## config.mk

```make
export PLATFORM = sky130hd
export DESIGN_NAME = egtb_ctrl
export DESIGN_NICKNAME = d
export VERILOG_FILES = /design/src/rtl/egtb_pkg.sv /design/src/rtl/egtb_ctrl.sv
export SDC_FILE = /design/constraint.sdc
export NUM_CORES = 1
export LEC_CHECK = 0
export BUFFER_PORTS_ARGS = -buffer_cell sky130_fd_sc_hd__buf_2
export CORE_AREA = 3 3 40 42
export CTS_CLUSTER_DIAMETER = 200
export DETAILED_ROUTE_END_ITERATION = 6
export DIE_AREA = 0 0 43 45
export PLACE_DENSITY_LB_ADDON = 0.08
export SLEW_MARGIN = 5
export SYNTH_ARGS = -nofsm -noshare
export SYNTH_HDL_FRONTEND = slang
export SYNTH_SLANG_ARGS = --single-unit
```

## constraint.sdc

```tcl
create_clock -name clk -period 4.02 [get_ports clk]
set_clock_uncertainty 0.2 [all_clocks]
set_input_delay 0.402 -clock clk [delete_from_list [all_inputs] [get_ports clk]]
set_output_delay 0.402 -clock clk [all_outputs]
set_load 0.005 [all_outputs]
```

## src/rtl/egtb_pkg.sv

```systemverilog
package egtb_pkg;

	localparam int DEF_QUEUE_DEPTH = 256;
	localparam int DEF_MAX_BUCKET  = 64;

	localparam int MODE_W   = 3;
	localparam int TAG_W    = 16;
	localparam int ENERGY_W = 32;
	localparam int KIND_W   = 3;
	localparam int WHOLE_W  = 7;
	localparam int QFILL_W  = 9;

	localparam int RATE_W   = 17;
	localparam int BUCKET_W = 7;
	localparam int COST_W   = 16;
	localparam int FRAC_W   = 16;
	localparam int TOKEN_W  = BUCKET_W + FRAC_W;

	localparam int CFG_IDX_W  = 2;
	localparam int CFG_DATA_W = RATE_W;

	// Register indexes on the configuration port.
	localparam logic [CFG_IDX_W-1:0] REG_TOKEN_RATE  = 2'd0;
	localparam logic [CFG_IDX_W-1:0] REG_BUCKET_SIZE = 2'd1;
	localparam logic [CFG_IDX_W-1:0] REG_DATA_ENERGY = 2'd2;
	localparam logic [CFG_IDX_W-1:0] REG_ACK_ENERGY  = 2'd3;

	// Request modes.
	localparam logic [MODE_W-1:0] MODE_ENQ   = 3'd0;
	localparam logic [MODE_W-1:0] MODE_TICK  = 3'd1;
	localparam logic [MODE_W-1:0] MODE_ADD   = 3'd2;
	localparam logic [MODE_W-1:0] MODE_SUB   = 3'd3;
	localparam logic [MODE_W-1:0] MODE_START = 3'd4;

	// Result kinds.
	localparam logic [KIND_W-1:0] KIND_ACCEPTED  = 3'd0;
	localparam logic [KIND_W-1:0] KIND_DROPPED   = 3'd1;
	localparam logic [KIND_W-1:0] KIND_RELEASED  = 3'd2;
	localparam logic [KIND_W-1:0] KIND_IDLE_TICK = 3'd3;
	localparam logic [KIND_W-1:0] KIND_UPDATED   = 3'd4;
	localparam logic [KIND_W-1:0] KIND_SATURATED = 3'd5;

	typedef struct packed {
		logic [MODE_W-1:0]   mode;
		logic [TAG_W-1:0]    packet_tag;
		logic [ENERGY_W-1:0] energy_amount;
	} in_item_t;

	typedef struct packed {
		logic [KIND_W-1:0]   kind;
		logic [TAG_W-1:0]    released_tag;
		logic                last;
		logic [WHOLE_W-1:0]  tokens_whole;
		logic [ENERGY_W-1:0] battery_level;
		logic [QFILL_W-1:0]  queue_fill;
	} out_item_t;

	// Commands from the controller to the datapath.
	typedef struct packed {
		logic load;
		logic enq;
		logic tick_init;
		logic release_step;
		logic bat_add;
		logic bat_sub;
		logic start;
		logic no_release;
		logic emit_release;
		logic emit_single;
	} egtb_cmd_t;

	// Status from the datapath to the controller.
	typedef struct packed {
		logic can_release;
		logic out_free;
	} egtb_status_t;

endpackage

```

## src/rtl/egtb_ctrl.sv

```systemverilog
module egtb_ctrl
	import egtb_pkg::*;
(
	input  logic              clk,
	input  logic              arst_n,
	input  logic              item_valid,
	input  logic [MODE_W-1:0] mode,
	output logic              item_stall,
	input  egtb_status_t      status,
	output egtb_cmd_t         cmd
);

	localparam logic [3:0] ST_IDLE   = 4'd0;
	localparam logic [3:0] ST_ENQ    = 4'd1;
	localparam logic [3:0] ST_ADD    = 4'd2;
	localparam logic [3:0] ST_SUB    = 4'd3;
	localparam logic [3:0] ST_START  = 4'd4;
	localparam logic [3:0] ST_TADD   = 4'd5;
	localparam logic [3:0] ST_TCHK   = 4'd6;
	localparam logic [3:0] ST_TRD    = 4'd7;
	localparam logic [3:0] ST_TEMIT  = 4'd8;
	localparam logic [3:0] ST_SINGLE = 4'd9;

	logic [3:0] state_q;
	logic [3:0] state_d;

	assign item_stall = (state_q != ST_IDLE);

	always_comb begin
		state_d = state_q;
		cmd     = '0;
		unique case (state_q)
			ST_IDLE: begin
				if (item_valid) begin
					cmd.load = 1'b1;
					unique case (mode)
						MODE_ENQ:   state_d = ST_ENQ;
						MODE_TICK:  state_d = ST_TADD;
						MODE_ADD:   state_d = ST_ADD;
						MODE_SUB:   state_d = ST_SUB;
						MODE_START: state_d = ST_START;
						default:    state_d = ST_IDLE;
					endcase
				end
			end
			ST_ENQ: begin
				cmd.enq = 1'b1;
				state_d = ST_SINGLE;
			end
			ST_ADD: begin
				cmd.bat_add = 1'b1;
				state_d     = ST_SINGLE;
			end
			ST_SUB: begin
				cmd.bat_sub = 1'b1;
				state_d     = ST_SINGLE;
			end
			ST_START: begin
				cmd.start = 1'b1;
				state_d   = ST_SINGLE;
			end
			ST_TADD: begin
				cmd.tick_init = 1'b1;
				state_d       = ST_TCHK;
			end
			ST_TCHK: begin
				if (status.can_release) begin
					state_d = ST_TRD;
				end else begin
					cmd.no_release = 1'b1;
					state_d        = ST_SINGLE;
				end
			end
			ST_TRD: begin
				cmd.release_step = 1'b1;
				state_d          = ST_TEMIT;
			end
			ST_TEMIT: begin
				if (status.out_free) begin
					cmd.emit_release = 1'b1;
					state_d          = status.can_release ? ST_TRD : ST_IDLE;
				end
			end
			ST_SINGLE: begin
				if (status.out_free) begin
					cmd.emit_single = 1'b1;
					state_d         = ST_IDLE;
				end
			end
			default: state_d = ST_IDLE;
		endcase
	end

	always_ff @(posedge clk or negedge arst_n) begin
		if (!arst_n) begin
			state_q <= ST_IDLE;
		end else begin
			state_q <= state_d;
		end
	end

endmodule

```

==> results of run 1 <==
==> critical path, cell delays in order, from the launching register on <==
cell	delay, ps
dfrtp_1	510
or4_4	590
nor2_1	90
buf_2	110
==> power groups by stage <==
stage          Combinational (mW)  Clock (mW)  Sequential, mW
2_1_floorplan               0.189           0          0.0711
3_3_place_gp                0.199           0           0.119
3_5_place_dp                0.197           0           0.118
4_1_cts                     0.198      0.0482           0.118
5_1_grt                     0.223      0.0508           0.124
6_report                    0.197      0.0474           0.119
==> per-layer routing <==
layer  GRT usage, %  part of all wire [%]  up-vias
met5              0                     0        -
met4           5.42                  0.61        0
met3           1.99                   7.1        2
met2           18.6                    45       20
met1           13.1                    47      190
li1               -                     -      224
==> worst max-delay path by stage <==
stage | startpoint | endpoint | slack, ps | cells past startpoint
2_1_floorplan | state_q[0] | state_q[2] | 2240 | 4
3_3_place_gp | state_q[1] | cmd[9] | 2120 | 3
3_5_place_dp | state_q[1] | cmd[9] | 2130 | 3
4_1_cts | state_q[1] | cmd[9] | 1880 | 3
5_1_grt | state_q[1] | cmd[9] | 1820 | 3
6_report | state_q[1] | cmd[9] | 1880 | 3
==> final cells by class <==
| class | instances | area (sq um) | share of cell area [%] |
|---|---|---|---|
| Inverter | 3 | 11.3 | 2.30 |
| Timing Repair Buffer | 19 | 100 | 20.4 |
| Tap cell | 15 | 18.8 | 3.83 |
| Clock buffer | 3 | 22.5 | 4.59 |
| Multi-Input combinational cell | 40 | 238 | 48.5 |
| Sequential cell | 4 | 100 | 20.4 |
==> cell families after synthesis <==
family | Yosys count
multiplexers | 1
flip-flops | 4
AND/OR/NAND/NOR | 28
AO/OA/AOI/OAI | 10
XOR/XNOR | 1
buffers and inverters | 7
==> what timing repair did <==
item	4_1_cts	5_1_grt
setup buffers	0	0
hold buffers	1	0
endpoints found under the hold margin	4	0
==> through the flow <==
stage,hold WS [ps],total power [mW],util [%]
final,220,0.363,38.2
after global routing,228,0.399,38.2
after CTS,217,0.365,38.2
after detailed placement,6.76,0.314,35.6
after global placement,8.00,0.317,35.6
after floorplan,-93.6,0.260,-
==> layout by cell type (no fill, tap or decap), types with 2 or more instances in the layout <==
cell	count
nand2_1	3
inv_1	3
a31oi_1	2
a21oi_1	3
clkbuf_4	3
o21ai_0	2
buf_2	18
nand2b_1	3
dfrtp_1	4
nor3_1	9
nor2_1	7
==> summary.md, run 1 <==
| Metric | Value |
|---|---|
| Post-Syn Instances | `51` |
| Final Critical Period | `2140 ps` |
| Placed cells | `80` |
| CP Capture Type | `output port` |
| Fin. Hold Viols | `0` |
| Worst skew pair latency | `230 ps` |
| Total global routing track utilization | `10.9%` |
| Status | `finished, final reports clean` |
| Clock slew seen by the registers of the worst setup and hold paths | `30 ps` |
| Non-filler instance count after layout | `84` |
| WP data arrival | `1540 ps` |
| Fillers | `151` |
| Number of gates resized after cts | `0` |
| Critical Path RT | `3420 ps` |
| Dpl ws | `2130 ps` |
| Worst Hold Launch | `status[0]` |
| Reg2Reg Depth | `3` |
| Final setup viols | `0` |
| Max FFs per register | `4` |
| Peak VDD IR | `0.266 mV` |
| Initial antenna violation count | `0` |
| DRT antenna net count | `0` |
| Synth top area share | `26.9%` |
| GPL Wtd Cong | `0.759` |
| DRC violations left | `0` |
| Ratio of final minimum period to clock period | `53.2%` |
| Synth Area in XOR/XNOR | `2.36%` |
| P_leak | `0.231 nW` |
| IO Count | `19` |
| Crit-path max FO | `13` |
| Mean Syn Cell Area | `7.29 sq um` |
| Placed Area | `458 sq um` |
| Post-synthesis mux area share | `2.69%` |
| Via Count | `436` |
| Sw Ratio | `46.3%` |
| CTS Buf Count | `3` |
| Hold Path Depth | `2` |
| Largest family of logic cells by synthesized area | `simple AND/OR/NAND/NOR gates` |
| Core box area | `1280 sq um` |
| Synth cell types | `22` |
| Final wirelength | `985 um` |
| First-pass GRT wire length | `1610 um` |
| Clk sinks | `4` |
| Int Pwr | `0.195 mW` |
| Clk pwr share | `13.0%` |
| Worst Hold Path EP | `state_q[0]` |
| Final setup margin | `1880 ps` |
| # rows | `13` |
| Reg with most FFs | `state_q` |
| Slew margin rel. | `72.2%` |
| Yosys warnings | `0` |
| Die Span Y | `45 um` |
| Initial DRC Count | `18` |
| H-Tree Depth | `1` |
| Sequential power share | `32.6%` |
| RSZ-0062 raised after global routing | `false` |
| Reg2Reg Launch Point | `state_q[1]` |
| Psw | `0.168 mW` |
| Worst flop-to-flop path endpoint | `state_q[2]` |
| Total grt overflow | `0` |
| Largest registers | `state_q: 4 flops` |
| Initial Util | `28.9%` |
| Worst-Margin Slew | `417 ps` |
| Vias in the first global route | `400` |
| Simple-Gate Fraction of Synth Area | `41.1%` |
| Drt via density | `5.19` |
| Synth Area in Compound Gates | `17.8%` |
| Leading area contributor after synthesis | `dfrtp_1` |
| Adder-cell area share of the yosys netlist | `0%` |
| Nets@finish | `79` |
| Synth cell count leaders | `9 x nor3_1, 7 x nor2_1, 4 x dfrtp_1` |
| Min-Delay Path Class | `in -> reg` |
| CTS tree | `yes` |
| Synth area leaders | `dfrtp_1 27%, nor3_1 12%, nor2_1 7.1%` |
| Root cell of the clock tree | `clkbuf_4` |
| Max-cap violation count | `0` |
| 1st-pass router iterations | `4` |
| Power per cell area | `741 nW/um^2` |
| Setup crit start kind | `flip-flop` |
| Final instance area | `490 sq um` |
| DIE WIDTH | `43 um` |
| Dpl hpwl | `741 um` |
| Die area | `1940 sq um` |
| Most common cell in the netlist | `nor3_1` |
| Flop-to-flop setup slack | `2140 ps` |
| Register bit total from synthesis | `4` |
| Clk buf depth | `2` |
| Drt wl/cell | `11.7 um` |
| Port Buffers | `18` |
| Primary FF master, synth | `dfrtp_1` |
| Final TNS setup | `0 ps` |
| Async SR Flop Fraction | `100%` |
| Post-Syn Nets | `59` |
| Number of flops mapped to enable cells by yosys | `0` |
| Combinational share of power | `54.3%` |
| Critical path type | `reg -> out` |
| Register area share after synthesis | `26.9%` |
| Largest net degree at the start of global routing | `15` |
| Mapped Area | `372 sq um` |
| Share of cells above drive strength 1 | `34.8%` |
| Synth-to-Final Area Change | `32.0%` |
| Diodes inserted | `0` |
| Max-slew violation count | `0` |
| Fmax | `468 MHz` |
No activity file was read; power rests on OpenSTA's default activity.
==> run 2: changes to the inputs <==
--- a/config.mk
+++ b/config.mk
@@ -5,6 +5,7 @@
 export SDC_FILE = /design/constraint.sdc
 export NUM_CORES = 1
 export LEC_CHECK = 0
+export ABC_AREA = 1
 export BUFFER_PORTS_ARGS = -buffer_cell sky130_fd_sc_hd__buf_2
 export CORE_AREA = 3 3 40 42
 export CTS_CLUSTER_DIAMETER = 200
==> constraint.sdc (replaced) <==
create_clock -name clk -period 2.1 [get_ports clk]
set_clock_uncertainty 0.2 [all_clocks]
set_input_delay 0.21 -clock clk [delete_from_list [all_inputs] [get_ports clk]]
set_output_delay 0.21 -clock clk [all_outputs]
set_load 0.005 [all_outputs]
==> summary.md, run 2 <==
| Metric | Value |
|---|---|
| Largest net degree at the start of global routing | `7` |
| 1st-pass router iterations | `4` |
| Synth cell types | `13` |
| Post-Syn Nets | `77` |
| Nets@finish | `101` |
| # rows | `13` |
| Met2 Track Usage GR | `18.0%` |
| Post-Syn Instances | `69` |
| Mean Syn Cell Area | `5.46 sq um` |
| CP Capture Type | `output port` |
| Root cell of the clock tree | `clkbuf_4` |
| Largest registers | `state_q: 4 flops` |
| DRC violations left | `0` |
| Final setup viols | `0` |
| Worst-path cell chain | `inv_1, nand2_1, nor2_1, nand2_1, inv_1, buf_2` |
| Ratio of final minimum period to clock period | `79.2%` |
| Number of flops mapped to enable cells by yosys | `0` |
| Synth area leaders | `dfrtp_1 27%, nor2_1 16%, inv_1 15%` |
| Max FFs per register | `4` |
| Register area share after synthesis | `26.6%` |
| Power per cell area | `1350 nW/um^2` |
| Fin. Hold Viols | `0` |
| Total global routing track utilization | `10.8%` |
| Synth-to-Final Area Change | `37.5%` |
| Initial DRC Count | `3` |
| Dpl hpwl | `828 um` |
| Critical Path RT | `1690 ps` |
| Yosys warnings | `0` |
| CP peak stage delay | `410 ps` |
| Min-Delay Path Class | `in -> reg` |
| Clk sinks | `4` |
| Most frequent cells in the layout | `18 x buf_2, 16 x nor2_1, 15 x inv_1, 15 x nand2_1, 6 x nand3_1` |
| WP data arrival | `1250 ps` |
| Fillers | `157` |
| Final Critical Period | `1660 ps` |
| DIE WIDTH | `43 um` |
| DRT antenna net count | `0` |
| Diodes inserted | `0` |
| Met3 Usage GRT | `3.98%` |
| Largest family of logic cells by synthesized area | `simple AND/OR/NAND/NOR gates` |
| Placed Area | `485 sq um` |
| Setup crit start kind | `flip-flop` |
| Initial antenna violation count | `0` |
| CTS tree | `yes` |
| Synth Area in Compound Gates | `4.98%` |
| Worst skew pair latency | `240 ps` |
| Fmax | `601 MHz` |
| Simple-Gate Fraction of Synth Area | `51.5%` |
| Critical Path Start | `state_q[0]` |
| Reg with most FFs | `state_q` |
| H-Tree Depth | `1` |
| Core box area | `1280 sq um` |
| Via Count | `454` |
| Register bit total from synthesis | `4` |
| Reg2Reg Launch Point | `state_q[3]` |
| Primary FF master, synth | `dfrtp_1` |
| Vias in the first global route | `395` |
| GR peak layer | `met2` |
| Adder-cell area share of the yosys netlist | `0%` |
| IO Count | `19` |
| Most common cell in the netlist | `nor2_1` |
| Post-synthesis mux area share | `0%` |
| Critical path type | `reg -> out` |
| Commonest non-fill, non-tap cell in the layout | `buf_2` |
| Final wirelength | `953 um` |
| Drt wl/cell | `8.99 um` |
| Final TNS setup | `0 ps` |
| Share of cells above drive strength 1 | `30.8%` |
| Initial Util | `29.3%` |
| Peak VDD IR | `0.482 mV` |
| GRT met1 Usage | `13.8%` |
| Async SR Flop Fraction | `100%` |
| Port Buffers | `18` |
| Die Span Y | `45 um` |
| Synth cell count leaders | `16 x nor2_1, 15 x inv_1, 15 x nand2_1` |
| Max-slew violation count | `0` |
| CTS Buf Count | `3` |
| Worst Hold Launch | `item_valid` |
| P_leak | `0.343 nW` |
| Leading area contributor after synthesis | `dfrtp_1` |
| Slew margin rel. | `84.9%` |
| Synth top area share | `26.6%` |
| Clk buf depth | `2` |
| CP max-delay cell | `dfrtp_1` |
| Total grt overflow | `0` |
| Final instance area | `518 sq um` |
| Mapped Area | `377 sq um` |
| Synth Area in XOR/XNOR | `0%` |
| Die area | `1940 sq um` |
| Crit-path max FO | `4` |
| Drt via density | `4.28` |
| GPL Wtd Cong | `0.748` |
| Clock slew seen by the registers of the worst setup and hold paths | `40 ps` |
| First-pass GRT wire length | `1590 um` |
| Worst-Margin Slew | `225 ps` |
| Max-cap violation count | `0` |
| RSZ-0062 raised after global routing | `false` |
| Status | `finished, final reports clean` |
[run 2: cell count changes in the layout (fill, tap and decap cells not counted), moves of 2 or more]
cell / change
inv_1: +12
nand2_1: +12
nor2_1: +9
nor3_1: -7
nand3_1: +6
nand2b_1: -3
nor2_2: +3
a21oi_1: -2
a31oi_1: -2
inv_2: +2
nor4_1: +2
[run 2: layer usage]
| metal | vias up | share of wire (%) |
|---|---|---|
| met4 | 0 | 0 |
| met1 | 184 | 44 |
| met3 | 0 | 9.9 |
| li1 | 254 | - |
| met2 | 16 | 46 |
| met5 | - | 0 |
[run 2: what timing repair did]
action,in CTS,in global routing
hold endpoints to repair,4,0
hold buffers,1,0
setup buffers,0,0
resized for setup,0,0
[run 2: cell type report]
cell class / instances / area, sq um / share of cell area, %
Sequential cell: 4 / 100 / 19.3
Timing Repair Buffer: 19 / 100 / 19.3
Multi-Input combinational cell: 48 / 213 / 41.1
Inverter: 17 / 63.8 / 12.3
Clock buffer: 3 / 22.5 / 4.35
Tap cell: 15 / 18.8 / 3.62
[run 2: worst max-delay path: cells and delay by family, from the launching register on]
kind                   cells  cell delay (ps)
buffers and inverters      3              300
DFF                        1              410
and+or+nand+nor            3              320
[run 2: final timing paths]
path | depth (start not counted) | slack (ps) | endpoint
hold reg to reg | 2 | 350 | state_q[0]
max in group asynchronous | 2 | 1470 | state_q[2]
min in group asynchronous | 2 | 100 | state_q[3]
setup reg to reg | 6 | 710 | state_q[0]
setup / recovery | 6 | 440 | cmd[2]
hold / removal | 4 | 90 | state_q[0]
[run 2: logic make-up after synthesis]
group | count (synthesis)
and+or+nand+nor | 45
DFF | 4
AOI/OAI and AO/OA | 3
buffers and inverters | 17
[run 2: power breakdown]
part / internal, mW / switching, mW / leakage, nW
clock network: 0.0638 / 0.0305 / 0.0138
logic: 0.160 / 0.270 / 0.278
registers: 0.117 / 0.0566 / 0.0513
total: 0.340 / 0.357 / 0.343
[run 2: per-stage QoR]
stage | instances | util, % | hold WS, ps | total power, mW | worst slack, ps
final | 106 | 40.3 | 92.3 | 0.698 | 437
after global routing | 106 | 40.3 | 120 | 0.792 | 260
after CTS | 106 | 40.3 | 90.2 | 0.710 | 434
after detailed placement | 102 | 37.8 | -180 | 0.608 | 697
after global placement | 102 | 37.8 | -181 | 0.616 | 682
after floorplan | 69 | - | -286 | 0.470 | 803
==> run 3: changes to the inputs <==
==> constraint.sdc (replaced) <==
create_clock -name clk -period 1.6 [get_ports clk]
set_clock_uncertainty 0.2 [all_clocks]
set_input_delay 0.16 -clock clk [delete_from_list [all_inputs] [get_ports clk]]
set_output_delay 0.16 -clock clk [all_outputs]
set_load 0.005 [all_outputs]
==> summary.md, run 3 (synthesis gave the netlist of run 2 again) <==
| Metric | Value |
|---|---|
| Min-Delay Path Class | `in -> reg` |
| Reg with most FFs | `state_q` |
| Routed wire length on met2 | `467 um` |
| Reg2Reg Launch Point | `state_q[0]` |
| Largest registers | `state_q: 4 flops` |
| Power per cell area | `1760 nW/um^2` |
| Worst skew pair latency | `230 ps` |
| IO Count | `19` |
| DRT antenna net count | `0` |
| GPL Wtd Cong | `0.785` |
| Tightest hold margin | `55.6 ps` |
| First-pass GRT wire length | `1810 um` |
| Synth-to-Final Area Change | `40.9%` |
| RSZ-0062 raised after global routing | `true` |
| Total grt overflow | `0` |
| Crit-path max FO | `4` |
| # rows | `13` |
| Final wirelength | `956 um` |
| Worst-Margin Slew | `203 ps` |
| Nets@finish | `101` |
| Post-CTS setup buffers | `0` |
| CTS tree | `yes` |
| Cell mode on critical path | `nand2_1` |
| Final instance area | `531 sq um` |
| Commonest non-fill, non-tap cell in the layout | `buf_2` |
| 1st-pass router iterations | `4` |
| CP peak stage delay | `430 ps` |
| Cell family with most CP delay | `flip-flops` |
| Slew margin rel. | `86.3%` |
| Port Buffers | `18` |
| P_leak | `0.339 nW` |
| Drt wl/cell | `9.02 um` |
| Share of cells above drive strength 1 | `37.4%` |
| Ratio of final minimum period to clock period | `97.2%` |
| DRC violations left | `0` |
| Initial DRC Count | `10` |
| Vias in the first global route | `446` |
| Max-cap violation count | `0` |
| Worst-path cell chain | `inv_2, nand2_1, nor2_2, nand2_1, inv_1, buf_2` |
| Most frequent cells in the layout | `18 x buf_2, 15 x nor2_1, 15 x nand2_1, 14 x inv_1, 6 x nand3_1` |
| Total global routing track utilization | `12.2%` |
| Dpl hpwl | `834 um` |
| Drt via density | `4.28` |
| Diodes inserted | `0` |
| Peak VDD IR | `0.714 mV` |
| Met3 WL | `66 um` |
| Max-slew violation count | `0` |
| CTS Buf Count | `3` |
| Clk buf depth | `2` |
| Power Total | `0.934 mW` |
| WP data arrival | `1190 ps` |
| Critical Path RT | `1240 ps` |
| Worst Hold Launch | `item_valid` |
| Root cell of the clock tree | `clkbuf_4` |
| Die area | `1940 sq um` |
| Placed Area | `485 sq um` |
| Final setup viols | `0` |
| Setup crit start kind | `flip-flop` |
| Clk sinks | `4` |
| Dpl ws | `200 ps` |
| Status | `finished, final reports clean` |
| Fmax | `643 MHz` |
| Via Count | `454` |
| Fin. Hold Viols | `0` |
| H-Tree Depth | `1` |
| Critical Path Start | `state_q[0]` |
| Max FFs per register | `4` |
| Initial antenna violation count | `0` |
| Critical path type | `reg -> out` |
| Clock slew seen by the registers of the worst setup and hold paths | `40 ps` |
| Largest net degree at the start of global routing | `7` |
| Non-filler instance count after layout | `106` |
| CP max-delay cell | `dfrtp_2` |
| Initial Util | `29.3%` |
| Final setup margin | `45.0 ps` |
| Die Span Y | `45 um` |
| Placed cells | `102` |
| Final Critical Period | `1550 ps` |
| Max Used Layer | `met3` |
| DIE WIDTH | `43 um` |
| Buf/Inv on CP | `3` |
| Routed metal-1 wirelength | `423 um` |
| Core box area | `1280 sq um` |
| CP Capture Type | `output port` |
run 3: cell types whose count changed in the layout (fill, tap and decap cells not counted):
| cell | previous run | this run |
|---|---|---|
| nor4_1 | 2 | 1 |
| inv_1 | 15 | 14 |
| nor2_1 | 16 | 15 |
| inv_2 | 2 | 3 |
| dfrtp_1 | 4 | 1 |
| dfrtp_2 | 0 | 3 |
| nor4_2 | 0 | 1 |
| nor2_2 | 3 | 4 |
run 3: worst paths after layout:
check / end / slack, ps / depth (start not counted)
max: cmd[2] / 50 / 6
min in group asynchronous: state_q[0] / 70 / 2
min: state_q[0] / 60 / 4
min reg2reg: state_q[0] / 350 / 2
max in group asynchronous: state_q[2] / 1000 / 2
max reg2reg: state_q[0] / 220 / 6
run 3: per-stage QoR:
| step | TNS [ps] | util (%) |
|---|---|---|
| after floorplan | 0 | - |
| after global placement | 0 | 37.8 |
| after detailed placement | 0 | 37.8 |
| after CTS | 0 | 40.5 |
| after global routing | -283 | 41.3 |
| final | 0 | 41.3 |
run 3: tightest hold or removal path, cell delays in order:
cell	delay (ps)
buf_2	100
o21ai_2	80
nand2_1	60
nand2_1	50
run 3: layer usage:
metal,up-vias,GRT usage [%]
li1,250,-
met1,191,15.8
met2,13,20.4
met3,0,1.59
met4,0,5.42
met5,-,0
run 3: power by group:
group          total (mW)  switching [mW]  internal, mW
sequential          0.237          0.0757         0.161
combinational       0.577           0.364         0.214
clock               0.120          0.0361        0.0836
total               0.934           0.475         0.458
run 3: final cells by class:
class                   count  area [sq um]
clock buffers               3          22.5
multi-input cells          48           221
inverters                  17          63.8
repair buffers             19           100
well taps                  15          18.8
flip-flops and latches      4           104
fillers                   149           754
run 3: what timing repair did:
item / 4_1_cts / 5_1_grt
pin swaps: 0 / 0
hold endpoints to repair: 4 / 0
gates resized for setup: 2 / 4
endpoints found under the setup margin: 2 / 9
hold buffers: 1 / 0
